File: src/krt_pkg.sv
`default_nettype none
// ----------------------------------------------------------------------------
// krt_pkg: shared types and constants of the keyed record table
// Holds the operation codes, status codes, field widths and the sequencer
// state type.
// ----------------------------------------------------------------------------
package krt_pkg;

   localparam int KEY_W   = 32;
   localparam int MARK_W  = 10;
   localparam int IDX_W   = 6;
   localparam int COUNT_W = 7;
   localparam int STAT_W  = 3;
   localparam int KIND_W  = 3;

   localparam int DEF_ENTRIES = 64;
   localparam logic [MARK_W-1:0] MARK_RESET = 10'd600;

   typedef enum logic [KIND_W-1:0] {
      OP_CLEAR  = 3'd0,
      OP_APPEND = 3'd1,
      OP_SEARCH = 3'd2,
      OP_UPDATE = 3'd3,
      OP_DELETE = 3'd4,
      OP_SORT   = 3'd5,
      OP_READ   = 3'd6,
      OP_NONE   = 3'd7
   } op_type;

   typedef enum logic [STAT_W-1:0] {
      ST_OK       = 3'd0,
      ST_NOTFOUND = 3'd1,
      ST_FULL     = 3'd2,
      ST_BADMARK  = 3'd3,
      ST_RANGE    = 3'd4
   } status_type;

   typedef enum logic [3:0] {
      S_IDLE,
      S_SCAN_RD,
      S_SCAN_CHK,
      S_DEL_RD,
      S_DEL_WR,
      S_SORT_RDI,
      S_SORT_RDJ,
      S_SORT_RDJ2,
      S_SORT_CMP,
      S_SORT_WB,
      S_READ_WAIT,
      S_DONE
   } state_type;

endpackage : krt_pkg
`default_nettype wire

File: src/krt_mem.sv
`default_nettype none
// ----------------------------------------------------------------------------
// krt_mem: record storage
// Single-port synchronous memory of key and mark pairs with a registered read.
// ----------------------------------------------------------------------------
module krt_mem
   import krt_pkg::*;
#(
   parameter int ENTRIES = DEF_ENTRIES,
   localparam int AW = $clog2(ENTRIES)
) (
   input  wire logic              clock,
   input  wire logic              wr_en,
   input  wire logic [AW-1:0]     addr,
   input  wire logic [KEY_W-1:0]  wr_key,
   input  wire logic [MARK_W-1:0] wr_mark,
   output logic      [KEY_W-1:0]  rd_key,
   output logic      [MARK_W-1:0] rd_mark
);

   logic [KEY_W+MARK_W-1:0] mem [ENTRIES];

   // Write-first is not needed: the sequencer never uses the data read in a write cycle.
   always_ff @(posedge clock) begin
      if (wr_en) begin
         mem[addr] <= {wr_key, wr_mark};
      end
      {rd_key, rd_mark} <= mem[addr];
   end

endmodule : krt_mem
`default_nettype wire

File: src/keyed_record_table.sv
`default_nettype none
// Clear, append and unused kinds complete in the idle step; read passes through a wait and a check step.
// Search, update and delete walk the table one live entry at a time, and
// delete then shifts each following entry down by one place.
// Sort runs an exchange sort through one memory port.
// One item at a time; the result register is freed when rsp transfers.
// Synchronous reset clears the count and sets max_mark to 600; no clear pass.
// ----------------------------------------------------------------------------
// keyed_record_table: table of key and mark records
// Sequencer around one single-port record memory with a live entry count.
// ----------------------------------------------------------------------------
module keyed_record_table
   import krt_pkg::*;
#(
   parameter int ENTRIES = DEF_ENTRIES
) (
   input  wire logic         clock,
   input  wire logic         reset,
   input  wire logic         csr_wr_en,
   input  wire logic [9:0]   csr_wr_data,
   input  wire logic         req_tvalid,
   output logic              req_tready,
   // kind[2:0], key[34:3], new_key[66:35], mark[76:67], index[82:77], zero pad
   input  wire logic [87:0]  req_tdata,
   output logic              rsp_tvalid,
   input  wire logic         rsp_tready,
   // status[2:0], position[8:3], key_out[40:9], mark_out[50:41],
   // count[57:51], zero pad
   output logic [63:0]       rsp_tdata
);

   localparam int AW = $clog2(ENTRIES);
   localparam int CW = $clog2(ENTRIES + 1);
   localparam logic [CW-1:0] FULL = CW'(ENTRIES);

   state_type state_ff, state_in;
   logic [MARK_W-1:0] max_mark_ff;
   logic [CW-1:0] count_ff, count_in;
   op_type kind_ff, kind_in;
   logic [KEY_W-1:0] key_ff, key_in, nkey_ff, nkey_in;
   logic [MARK_W-1:0] mark_ff, mark_in;
   logic [CW-1:0] i_ff, i_in, j_ff, j_in;
   logic [KEY_W-1:0] ki_ff, ki_in;
   logic [MARK_W-1:0] mi_ff, mi_in;
   logic [STAT_W-1:0] r_st_ff, r_st_in;
   logic [IDX_W-1:0] r_pos_ff, r_pos_in;
   logic [KEY_W-1:0] r_key_ff, r_key_in;
   logic [MARK_W-1:0] r_mark_ff, r_mark_in;
   logic rv_ff, rv_in;

   logic wr_en;
   logic [AW-1:0] addr;
   logic [KEY_W-1:0] wr_key, rd_key;
   logic [MARK_W-1:0] wr_mark, rd_mark;

   krt_mem #(.ENTRIES(ENTRIES)) u_mem (
      .clock, .wr_en, .addr, .wr_key, .wr_mark, .rd_key, .rd_mark
   );

   // Control registers.
   always_ff @(posedge clock) begin
      if (reset) begin
         state_ff    <= S_IDLE;
         count_ff    <= '0;
         rv_ff       <= 1'b0;
         max_mark_ff <= MARK_RESET;
      end else begin
         state_ff <= state_in;
         count_ff <= count_in;
         rv_ff    <= rv_in;
         if (csr_wr_en) begin
            max_mark_ff <= csr_wr_data;
         end
      end
   end

   // Payload registers.
   always_ff @(posedge clock) begin
      kind_ff  <= kind_in;  key_ff   <= key_in;  nkey_ff <= nkey_in;
      mark_ff  <= mark_in;
      i_ff     <= i_in;     j_ff     <= j_in;
      ki_ff    <= ki_in;    mi_ff    <= mi_in;
      r_st_ff  <= r_st_in;  r_pos_ff <= r_pos_in;
      r_key_ff <= r_key_in; r_mark_ff <= r_mark_in;
   end

   assign req_tready = (state_ff == S_IDLE) && !rv_ff;
   assign rsp_tvalid = rv_ff;
   assign rsp_tdata  = {6'd0, COUNT_W'(count_ff), r_mark_ff, r_key_ff, r_pos_ff, r_st_ff};

   // Sequencer: next state, memory access and result.
   always_comb begin
      state_in = state_ff; count_in = count_ff;
      kind_in = kind_ff; key_in = key_ff; nkey_in = nkey_ff;
      mark_in = mark_ff;
      i_in = i_ff; j_in = j_ff; ki_in = ki_ff; mi_in = mi_ff;
      r_st_in = r_st_ff; r_pos_in = r_pos_ff;
      r_key_in = r_key_ff; r_mark_in = r_mark_ff;
      rv_in = rv_ff && !rsp_tready;
      wr_en = 1'b0; addr = i_ff[AW-1:0];
      wr_key = key_ff; wr_mark = mark_ff;
      case (state_ff)
         S_IDLE: begin
            if (req_tvalid && req_tready) begin
               kind_in  = op_type'(req_tdata[2:0]);
               key_in   = req_tdata[34:3];
               nkey_in  = req_tdata[66:35];
               mark_in  = req_tdata[76:67];
               i_in = '0;
               state_in = S_DONE;
               r_st_in = ST_OK; r_pos_in = '0; r_key_in = '0; r_mark_in = '0;
               case (op_type'(req_tdata[2:0]))
                  OP_CLEAR: count_in = '0;
                  OP_APPEND: begin
                     if (count_ff >= FULL) begin
                        r_st_in = ST_FULL;
                     end else if (req_tdata[76:67] > max_mark_ff) begin
                        r_st_in = ST_BADMARK;
                     end else begin
                        wr_en = 1'b1; addr = count_ff[AW-1:0];
                        wr_key = req_tdata[34:3]; wr_mark = req_tdata[76:67];
                        r_pos_in = IDX_W'(count_ff);
                        r_key_in = req_tdata[34:3]; r_mark_in = req_tdata[76:67];
                        count_in = count_ff + 1'b1;
                     end
                  end
                  OP_SEARCH, OP_UPDATE, OP_DELETE: state_in = S_SCAN_RD;
                  OP_SORT: state_in = S_SORT_RDI;
                  OP_READ: begin
                     if (CW'(req_tdata[82:77]) >= count_ff) begin
                        r_st_in = ST_RANGE;
                     end else begin
                        i_in = CW'(req_tdata[82:77]);
                        state_in = S_READ_WAIT;
                     end
                  end
                  default: ;
               endcase
            end
         end
         S_READ_WAIT: begin
            // Address is held in i_ff; data arrives next cycle.
            state_in = S_SCAN_CHK;
            kind_in = OP_READ;
         end
         S_SCAN_RD: begin
            if (i_ff >= count_ff) begin
               r_st_in = ST_NOTFOUND;
               state_in = S_DONE;
            end else begin
               state_in = S_SCAN_CHK;
            end
         end
         S_SCAN_CHK: begin
            if (kind_ff == OP_READ) begin
               r_pos_in = IDX_W'(i_ff); r_key_in = rd_key; r_mark_in = rd_mark;
               state_in = S_DONE;
            end else if (rd_key != key_ff) begin
               i_in = i_ff + 1'b1;
               state_in = S_SCAN_RD;
            end else begin
               r_pos_in = IDX_W'(i_ff);
               state_in = S_DONE;
               case (kind_ff)
                  OP_SEARCH: begin
                     r_key_in = rd_key; r_mark_in = rd_mark;
                  end
                  OP_UPDATE: begin
                     if (mark_ff > max_mark_ff) begin
                        r_st_in = ST_BADMARK; r_pos_in = '0;
                     end else begin
                        wr_en = 1'b1; wr_key = nkey_ff;
                        r_key_in = nkey_ff; r_mark_in = mark_ff;
                     end
                  end
                  default: begin
                     r_key_in = rd_key; r_mark_in = rd_mark;
                     j_in = i_ff;
                     state_in = S_DEL_RD;
                  end
               endcase
            end
         end
         S_DEL_RD: begin
            // Read entry j+1 to move it into j.
            if (j_ff + 1'b1 >= count_ff) begin
               count_in = count_ff - 1'b1;
               state_in = S_DONE;
            end else begin
               addr = AW'(j_ff + 1'b1);
               state_in = S_DEL_WR;
            end
         end
         S_DEL_WR: begin
            wr_en = 1'b1; addr = j_ff[AW-1:0];
            wr_key = rd_key; wr_mark = rd_mark;
            j_in = j_ff + 1'b1;
            state_in = S_DEL_RD;
         end
         S_SORT_RDI: begin
            if (i_ff + 1'b1 >= count_ff || count_ff == '0) begin
               state_in = S_DONE;
            end else begin
               j_in = i_ff + 1'b1;
               state_in = S_SORT_RDJ;
            end
         end
         S_SORT_RDJ: begin
            // Entry i data lands now, read during the RDI step.
            if (j_ff == i_ff + 1'b1) begin
               ki_in = rd_key; mi_in = rd_mark;
            end
            addr = j_ff[AW-1:0];
            state_in = S_SORT_CMP;
         end
         S_SORT_CMP: begin
            if (ki_ff > rd_key) begin
               wr_en = 1'b1; addr = j_ff[AW-1:0];
               wr_key = ki_ff; wr_mark = mi_ff;
               ki_in = rd_key; mi_in = rd_mark;
            end
            if (j_ff + 1'b1 >= count_ff) begin
               state_in = S_SORT_WB;
            end else begin
               j_in = j_ff + 1'b1;
               state_in = S_SORT_RDJ2;
            end
         end
         S_SORT_RDJ2: begin
            addr = j_ff[AW-1:0];
            state_in = S_SORT_CMP;
         end
         S_SORT_WB: begin
            // Settled minimum goes back to position i.
            wr_en = 1'b1; addr = i_ff[AW-1:0];
            wr_key = ki_ff; wr_mark = mi_ff;
            i_in = i_ff + 1'b1;
            state_in = S_SORT_RDI;
         end
         S_DONE: begin
            if (!rv_ff || rsp_tready) begin
               rv_in = 1'b1;
               state_in = S_IDLE;
            end
         end
         default: state_in = S_IDLE;
      endcase
   end

`ifndef NO_ASSERTIONS
   // The live count never exceeds the table depth.
   a_count: assert property (@(posedge clock) disable iff (reset) count_ff <= FULL)
      else $error("entry count beyond depth");
   // No item is taken while a result is pending.
   a_busy: assert property (@(posedge clock) disable iff (reset)
      rv_ff |-> !req_tready)
      else $error("input accepted with result pending");
   // A result comes only from the done step.
   a_rsp: assert property (@(posedge clock) disable iff (reset)
      $rose(rv_ff) |-> $past(state_ff) == S_DONE)
      else $error("result raised outside done step");
`endif

endmodule : keyed_record_table
`default_nettype wire

File: config.mk
export PLATFORM = sky130hd
export DESIGN_NAME = keyed_record_table
export DESIGN_NICKNAME = d
export VERILOG_FILES = /design/src/krt_pkg.sv /design/src/krt_mem.sv /design/src/keyed_record_table.sv
export SDC_FILE = /design/constraint.sdc
export NUM_CORES = 2
export LEC_CHECK = 0
export ABC_AREA = 0
export BUFFER_PORTS_ARGS = -buffer_cell sky130_fd_sc_hd__buf_4
export CAP_MARGIN = 20
export CORE_MARGIN = 3
export CORE_UTILIZATION = 49
export CTS_BUF_LIST = sky130_fd_sc_hd__clkbuf_4 sky130_fd_sc_hd__clkbuf_8 sky130_fd_sc_hd__clkbuf_16
export DETAILED_ROUTE_END_ITERATION = 8
export MAX_ROUTING_LAYER = met4
export PLACE_DENSITY_LB_ADDON = 0.12
export SYNTH_ARGS = -nofsm -noshare
export SYNTH_HDL_FRONTEND = slang
export SYNTH_HIERARCHICAL = 1
export SYNTH_SLANG_ARGS = --single-unit
File: constraint.sdc
create_clock -name clock -period 9.8 [get_ports clock]
set_input_delay 0.98 -clock clock [delete_from_list [all_inputs] [get_ports clock]]
set_output_delay 0.98 -clock clock [all_outputs]
set_load 0.02 [all_outputs]
**Word level (Yosys, flattened, before mapping)**

Memory sizes are Yosys's and may differ from the RTL's. A register that Yosys moved wholly into a read port is not among the register bits.
Cells that the tools add are included.

- Register bits: 206
- Bits in latches: 0
- Memory bits (writable): 2688
- ROM bits: 0
- Input port bits: 103
- Output and inout bits: 66
- Word-level logic and storage cells: 215
- Memories kept: 1

- Add/sub/neg operators: 4
- Multipliers: 0
- Div/mod/pow operators: 0
- Magnitude comparators: 8
- Equal/unequal tests: 41
- Shifts and indexed selects: 0
- Multiplexer cells: 113
- Bitwise operators: 0
- Reductions and logical operators: 32

Memory list:

| memory | words | bits a word | rd ports | clocked after memory_dff | wr ports | RTL line | text |
|---|---|---|---|---|---|---|---|
| u_mem.mem | 64 | 42 | 1 | 1 | 1 | krt_mem.sv:21 | `logic [KEY_W+MARK_W-1:0] mem [ENTRIES];` |

Operators by type and width:

| operator | number |
|---|---|
| $mux 32 | 19 |
| $pmux 32 s5 | 1 |
| $mux 10 | 15 |
| $pmux 32 s2 | 2 |
| $mux 6 | 16 |
| $mux 7 | 12 |
| $pmux 4 s11 | 1 |
| $pmux 10 s2 | 2 |
| $pmux 10 s4 | 1 |
| $mux 4 | 9 |
| $gt 32x32->1 | 1 |
| $ne 32x32->1 | 1 |
| $pmux 7 s2 | 2 |
| $pmux 7 s4 | 1 |
| $ne 2x2->1 const B | 13 |
| $mux 3 | 8 |
| $pmux 6 s4 | 1 |
| $add 7x1->7 const B | 3 |
| $ge 7x7->1 | 3 |
| $pmux 7 s3 | 1 |
| $gt 10x10->1 | 2 |
| $eq 4x3->1 const B | 4 |
| $eq 4x4->1 const B | 4 |
| $mux 1 | 14 |
| other kinds (35) | 62 |

**Depth between registers and ports, before layout**

- Depth after elaboration: 8
- Mapped depth: 23
- Mapped depth without buffers: 18

**Modules after synthesis**

Netlist, hierarchy kept.

Modules (own cells, without submodules):

| module | times used | cells each | area an instance (um^2) | seq. area each (um^2) |
|---|---|---|---|---|
| krt_mem | 1 | 5506 | 102777.3 | 81558.2 |
| keyed_record_table | 1 | 1260 | 12703.4 | 5965.7 |

**Least setup slack after synthesis**

Ideal clock, no wire load.

- Path kind: input -> register
- Start point: input port req_tvalid
- End point: register r_key_ff[0], enable pin
- Setup time: 0.506 ns
- Arrival: 6.224 ns
- Data required time: 9.294 ns
- Slack: 3.070 ns
- Stages: 4
- Path buffers: 0
- Path through: nand3b_1 > inv_1 > or2_2 > a21boi_0

- Word-level cells in the longest chain between the ends: 3

RTL lines:

| item | RTL line | text |
|---|---|---|
| start: declaration | keyed_record_table.sv:21 | `input wire logic req_tvalid,` |
| $logic_and 1x1->1 | keyed_record_table.sv:104 | `if (req_tvalid && req_tready) begin` |
| $ne 2x1->1 (no source line) | n/a |  |
| $reduce_and 4->1 (no source line) | n/a |  |
| end signal: assignment | keyed_record_table.sv:84 | `r_key_ff <= r_key_in; r_mark_ff <= r_mark_in;` |
| end: declaration | keyed_record_table.sv:47 | `logic [KEY_W-1:0] r_key_ff, r_key_in;` |

Every way passes these cells.
A chain may end at the register's enable or synchronous reset.

**Final worst setup path**

- Start point: register u_mem.rd_key[17], read port of u_mem.mem
- End point: register u_mem.rd_key[21], read port of u_mem.mem

- Word-level cells in the longest chain between the ends: 3

RTL lines:

| item | RTL line | text |
|---|---|---|
| start: declaration | krt_mem.sv:17 | `output logic [KEY_W-1:0] rd_key,` |
| $gt 32x32->1 | keyed_record_table.sv:217 | `if (ki_ff > rd_key) begin` |
| $mux 6 | keyed_record_table.sv:217 |  |
| $pmux 6 s4 | keyed_record_table.sv:102 | `case (state_ff)` |
| via addr[2] | keyed_record_table.sv:52 | `logic [AW-1:0] addr;` |

The timed path passes the listed nets, and every way through them passes these cells.

==> flow_summary.yaml <==
status:
  status: "finished clean"
finish:
  layout-drive-gt1-share_pct: 19.4
  nets: 7210
  area_growth_pct: 14.4
  fill_cells: 17841
sta:
  fin_crit_ns: 7.58
  clock.fmax_mhz: 132
  rsz0062_at_grt: "no"
  finClkSkew_ns: 0.0643
  fin_crit_sh_pct: 77.3
  finalSetupViolCount: 0
  tightest_slew_ns: 1.18
  fin_tns_setup_ns: 0
  finalMaxSlewViolations: 0
  max_slew_margin_pct: 20.9
  hold_viol_final: 0
grt:
  grt.total_usage_pct: 28.9
  grt_max_degree: 122
  antenna_found_initial: 13
  grt_pass1_vias: 66221
  grt_remaining_overflow: 0
  grt_pass1_wl_um: 493000
routing:
  via_per_inst: 6.59
  drt_pass1_iterations: 7
  ant_nets: 0
  drc: 0
  initialDrtViolationCount: 9157
  dr_total_vias: 68546
  totalWireLength_um: 346000
  wire_per_inst_um: 33.2
yosys:
  syn_inst: 6766
  syn-cell-area_mm2: 0.115
  synth_edf_count: 2872
  avgSynthCellArea_um2: 17.1
  yosysWarnings: 6
  synthFlopType: "edfxtp_1"
  ys_ff_latch: 2936
  synthDistinctLibCells: 85
  async_flop_share_pct: 0
  seq_area_frac_synth_pct: 75.8
placed_design:
  gp_congestion: 0.910
  post-dp-hpwl_um: 203000
  io_buffer_count: 157
clock_network:
  cts_sinks: 2936
  htreeDepth: 5
  cts_root_buffer: "clkbuf_16"
  cts_tree: "yes"
  cts_resized: 0
  numCtsBuffers: 318
  clock_path_buffers: 4
  cts_hold_buf: 0
  post_cts_buffers: 0
  path_clk_slew_ns: 0.06
  worstSkewPairLatency_ns: 0.95
setup_path:
  rr_worst_depth: 18
  startpoint: "u_mem/rd_key[17]$_DFF_P_"
  cp_max_fo: 25
  r2r_start: "u_mem/rd_key[17]$_DFF_P_"
  critPathLaunchType: "flop"
  regToRegEndpoint: "u_mem/rd_key[21]$_DFF_P_"
  critPathKind: "reg -> reg"
  end_kind: "flop"
  cp.arrival_ns: 8.33
  endpoint: "u_mem/rd_key[21]$_DFF_P_"
  rrSetupSlack_ns: 2.22
  cp.required_ns: 10.55
flow_run:
  cap_violations: 0
floorplan:
  core_mm2: 0.233
  fp.dieW_um: 491
  die_y_um: 491
  die_area_mm2: 0.242
  rows: 177
  start_util_pct: 49.5
  ioPinCount: 169
worst_hold_path:
  hold_path_class: "in -> reg"
==> placed cells by master, fill, tap and decap left out, drive strengths merged, types with 78 or more instances in the layout <==
cell,count
a21oi,224
a221oi,473
a22oi,474
buf,437
clkbuf,405
clkinv,114
edfxtp,2872
ha,84
inv,78
mux2,159
mux2i,78
mux4,128
nand2,178
nor2,302
nor3,130
o211ai,110
o22ai,216
==> critical path, cell delays in order (launching register included) <==
cell	delay, ns
dfxtp_1	0.59
inv_1	0.12
ha_1	0.40
a21o_1	0.19
nand3_1	0.10
a2111oi_0	0.13
nor3b_1	0.86
a21oi_1	0.55
or2_2	0.46
a221o_4	0.70
buf_4	0.32
nor2b_4	0.86
buf_4	0.51
buf_4	0.41
a22oi_1	0.12
o22ai_1	0.19
nor2_1	0.09
and4b_1	0.24
o211ai_1	0.42
==> through the flow <==
| stage | setup WS (ns) | cell area, um^2 | hold slack (ns) | instances | utilization (%) |
|---|---|---|---|---|---|
| finish | 2.22 | 132000 | 0.207 | 10400 | 56.6 |
| global route | 2.00 | 132000 | 0.168 | 10398 | 56.6 |
| CTS | 2.26 | 132000 | 0.139 | 10377 | 56.5 |
| detailed placement | 2.29 | 122000 | 0.490 | 9821 | 52.1 |
| global placement | 2.29 | 122000 | 0.483 | 9819 | 52.1 |
| floorplan | 3.07 | 116000 | 0.430 | 6771 | - |
==> registers in the layout, indices dropped and copies added (netlist names) <==
| register | count |
|---|---|
| j_ff | 7 |
| i_ff | 7 |
| max_mark_ff | 10 |
| count_ff | 7 |
| r_key_ff | 32 |
| rsp_tvalid | 1 |
| kind_ff | 3 |
| state_ff | 4 |
| u_mem/rd_key | 32 |
| r_pos_ff | 6 |
| ki_ff | 32 |
| r_st_ff | 3 |
| r_mark_ff | 10 |
| key_ff | 32 |
| u_mem/rd_mark | 10 |
| u_mem/mem | 2688 |
| nkey_ff | 32 |
| mark_ff | 10 |
| mi_ff | 10 |
==> layout make-up <==
| type | count | area, um^2 | area share (%) |
|---|---|---|---|
| antenna | 9 | 22.5 | 0.0170 |
| clock buffer | 403 | 8800 | 6.66 |
| clock inverter | 153 | 1510 | 1.14 |
| inverter | 75 | 293 | 0.222 |
| multi-input combinational | 3253 | 26200 | 19.8 |
| sequential | 2936 | 87500 | 66.2 |
| tap | 3132 | 3920 | 2.97 |
| timing repair buffer | 439 | 3860 | 2.92 |
==> logic make-up (layout without fill, tap and decap cells) <==
logic type	after synthesis	after routing	synth area share, %
buffers and inverters	582	1070	2.23
XOR/XNOR	50	50	0.379
AO/OA/AOI/OAI	1909	1909	12.5
AND/OR/NAND/NOR	839	839	3.41
flip-flops	2936	2936	75.8
adder cells (fa/ha/maj)	84	84	0.910
other	1	15	0.00325
multiplexers	365	365	4.78
==> worst min-delay path by stage <==
stage                           startpoint                           to  slack (ns)  cells past startpoint
3_5_place_dp   max_mark_ff[2]$_SDFFE_PP0P_  max_mark_ff[2]$_SDFFE_PP0P_        0.49                      2
3_3_place_gp   max_mark_ff[1]$_SDFFE_PP0P_  max_mark_ff[1]$_SDFFE_PP0P_        0.48                      2
6_report                     req_tdata[57]        nkey_ff[22]$_DFFE_PP_        0.21                      1
2_1_floorplan     u_mem/rd_mark[1]$_DFF_P_           mi_ff[1]$_DFFE_PP_        0.43                      0
5_1_grt                      req_tdata[57]        nkey_ff[22]$_DFFE_PP_        0.17                      1
4_1_cts                      req_tdata[57]        nkey_ff[22]$_DFFE_PP_        0.14                      1
==> routing by layer <==
metal | vias up | global-route usage, % | wire (um)
met2 | 3800 | 43.2 | 160000
li1 | 28730 | - | -
met3 | 514 | 6.37 | 36800
met4 | 0 | 6.78 | 7650
met5 | - | - | 0
met1 | 35502 | 40.9 | 142000
==> synth_stat cells, drive strengths merged (10+ instances only) <==
master      n  area [um^2]
nor2      302         1140
ha         84         1050
a22o       49          429
dfxtp      64         1280
nor3      130          651
nor2b      19          119
clkbuf    279         1050
nand3      60          300
and2       10         62.6
o32ai      23          201
o221ai     11         96.3
a21o       49          368
nand2b     15         93.8
nand2     178          668
a221o      54          541
o22ai     216         1350
a21oi     224         1120
mux4      128         2880
nor4       28          190
a221oi    473         4240
a22oi     474         3560
mux2i      78          781
edfxtp   2872        86200
a211oi     42          315
and4b      17          170
nand4      39          244
o21ai      72          360
xnor2      40          350
mux2      159         1850
buf       228         1240
o211ai    110          826
a2111oi    25          284
xor2       10         87.6
inv        73          274
a2bb2oi    19          166
a21boi     18          135
Power is left out: the tool's default activity adds up to more than one toggle a clock period on the data nets, which glitch-free logic cannot reach.
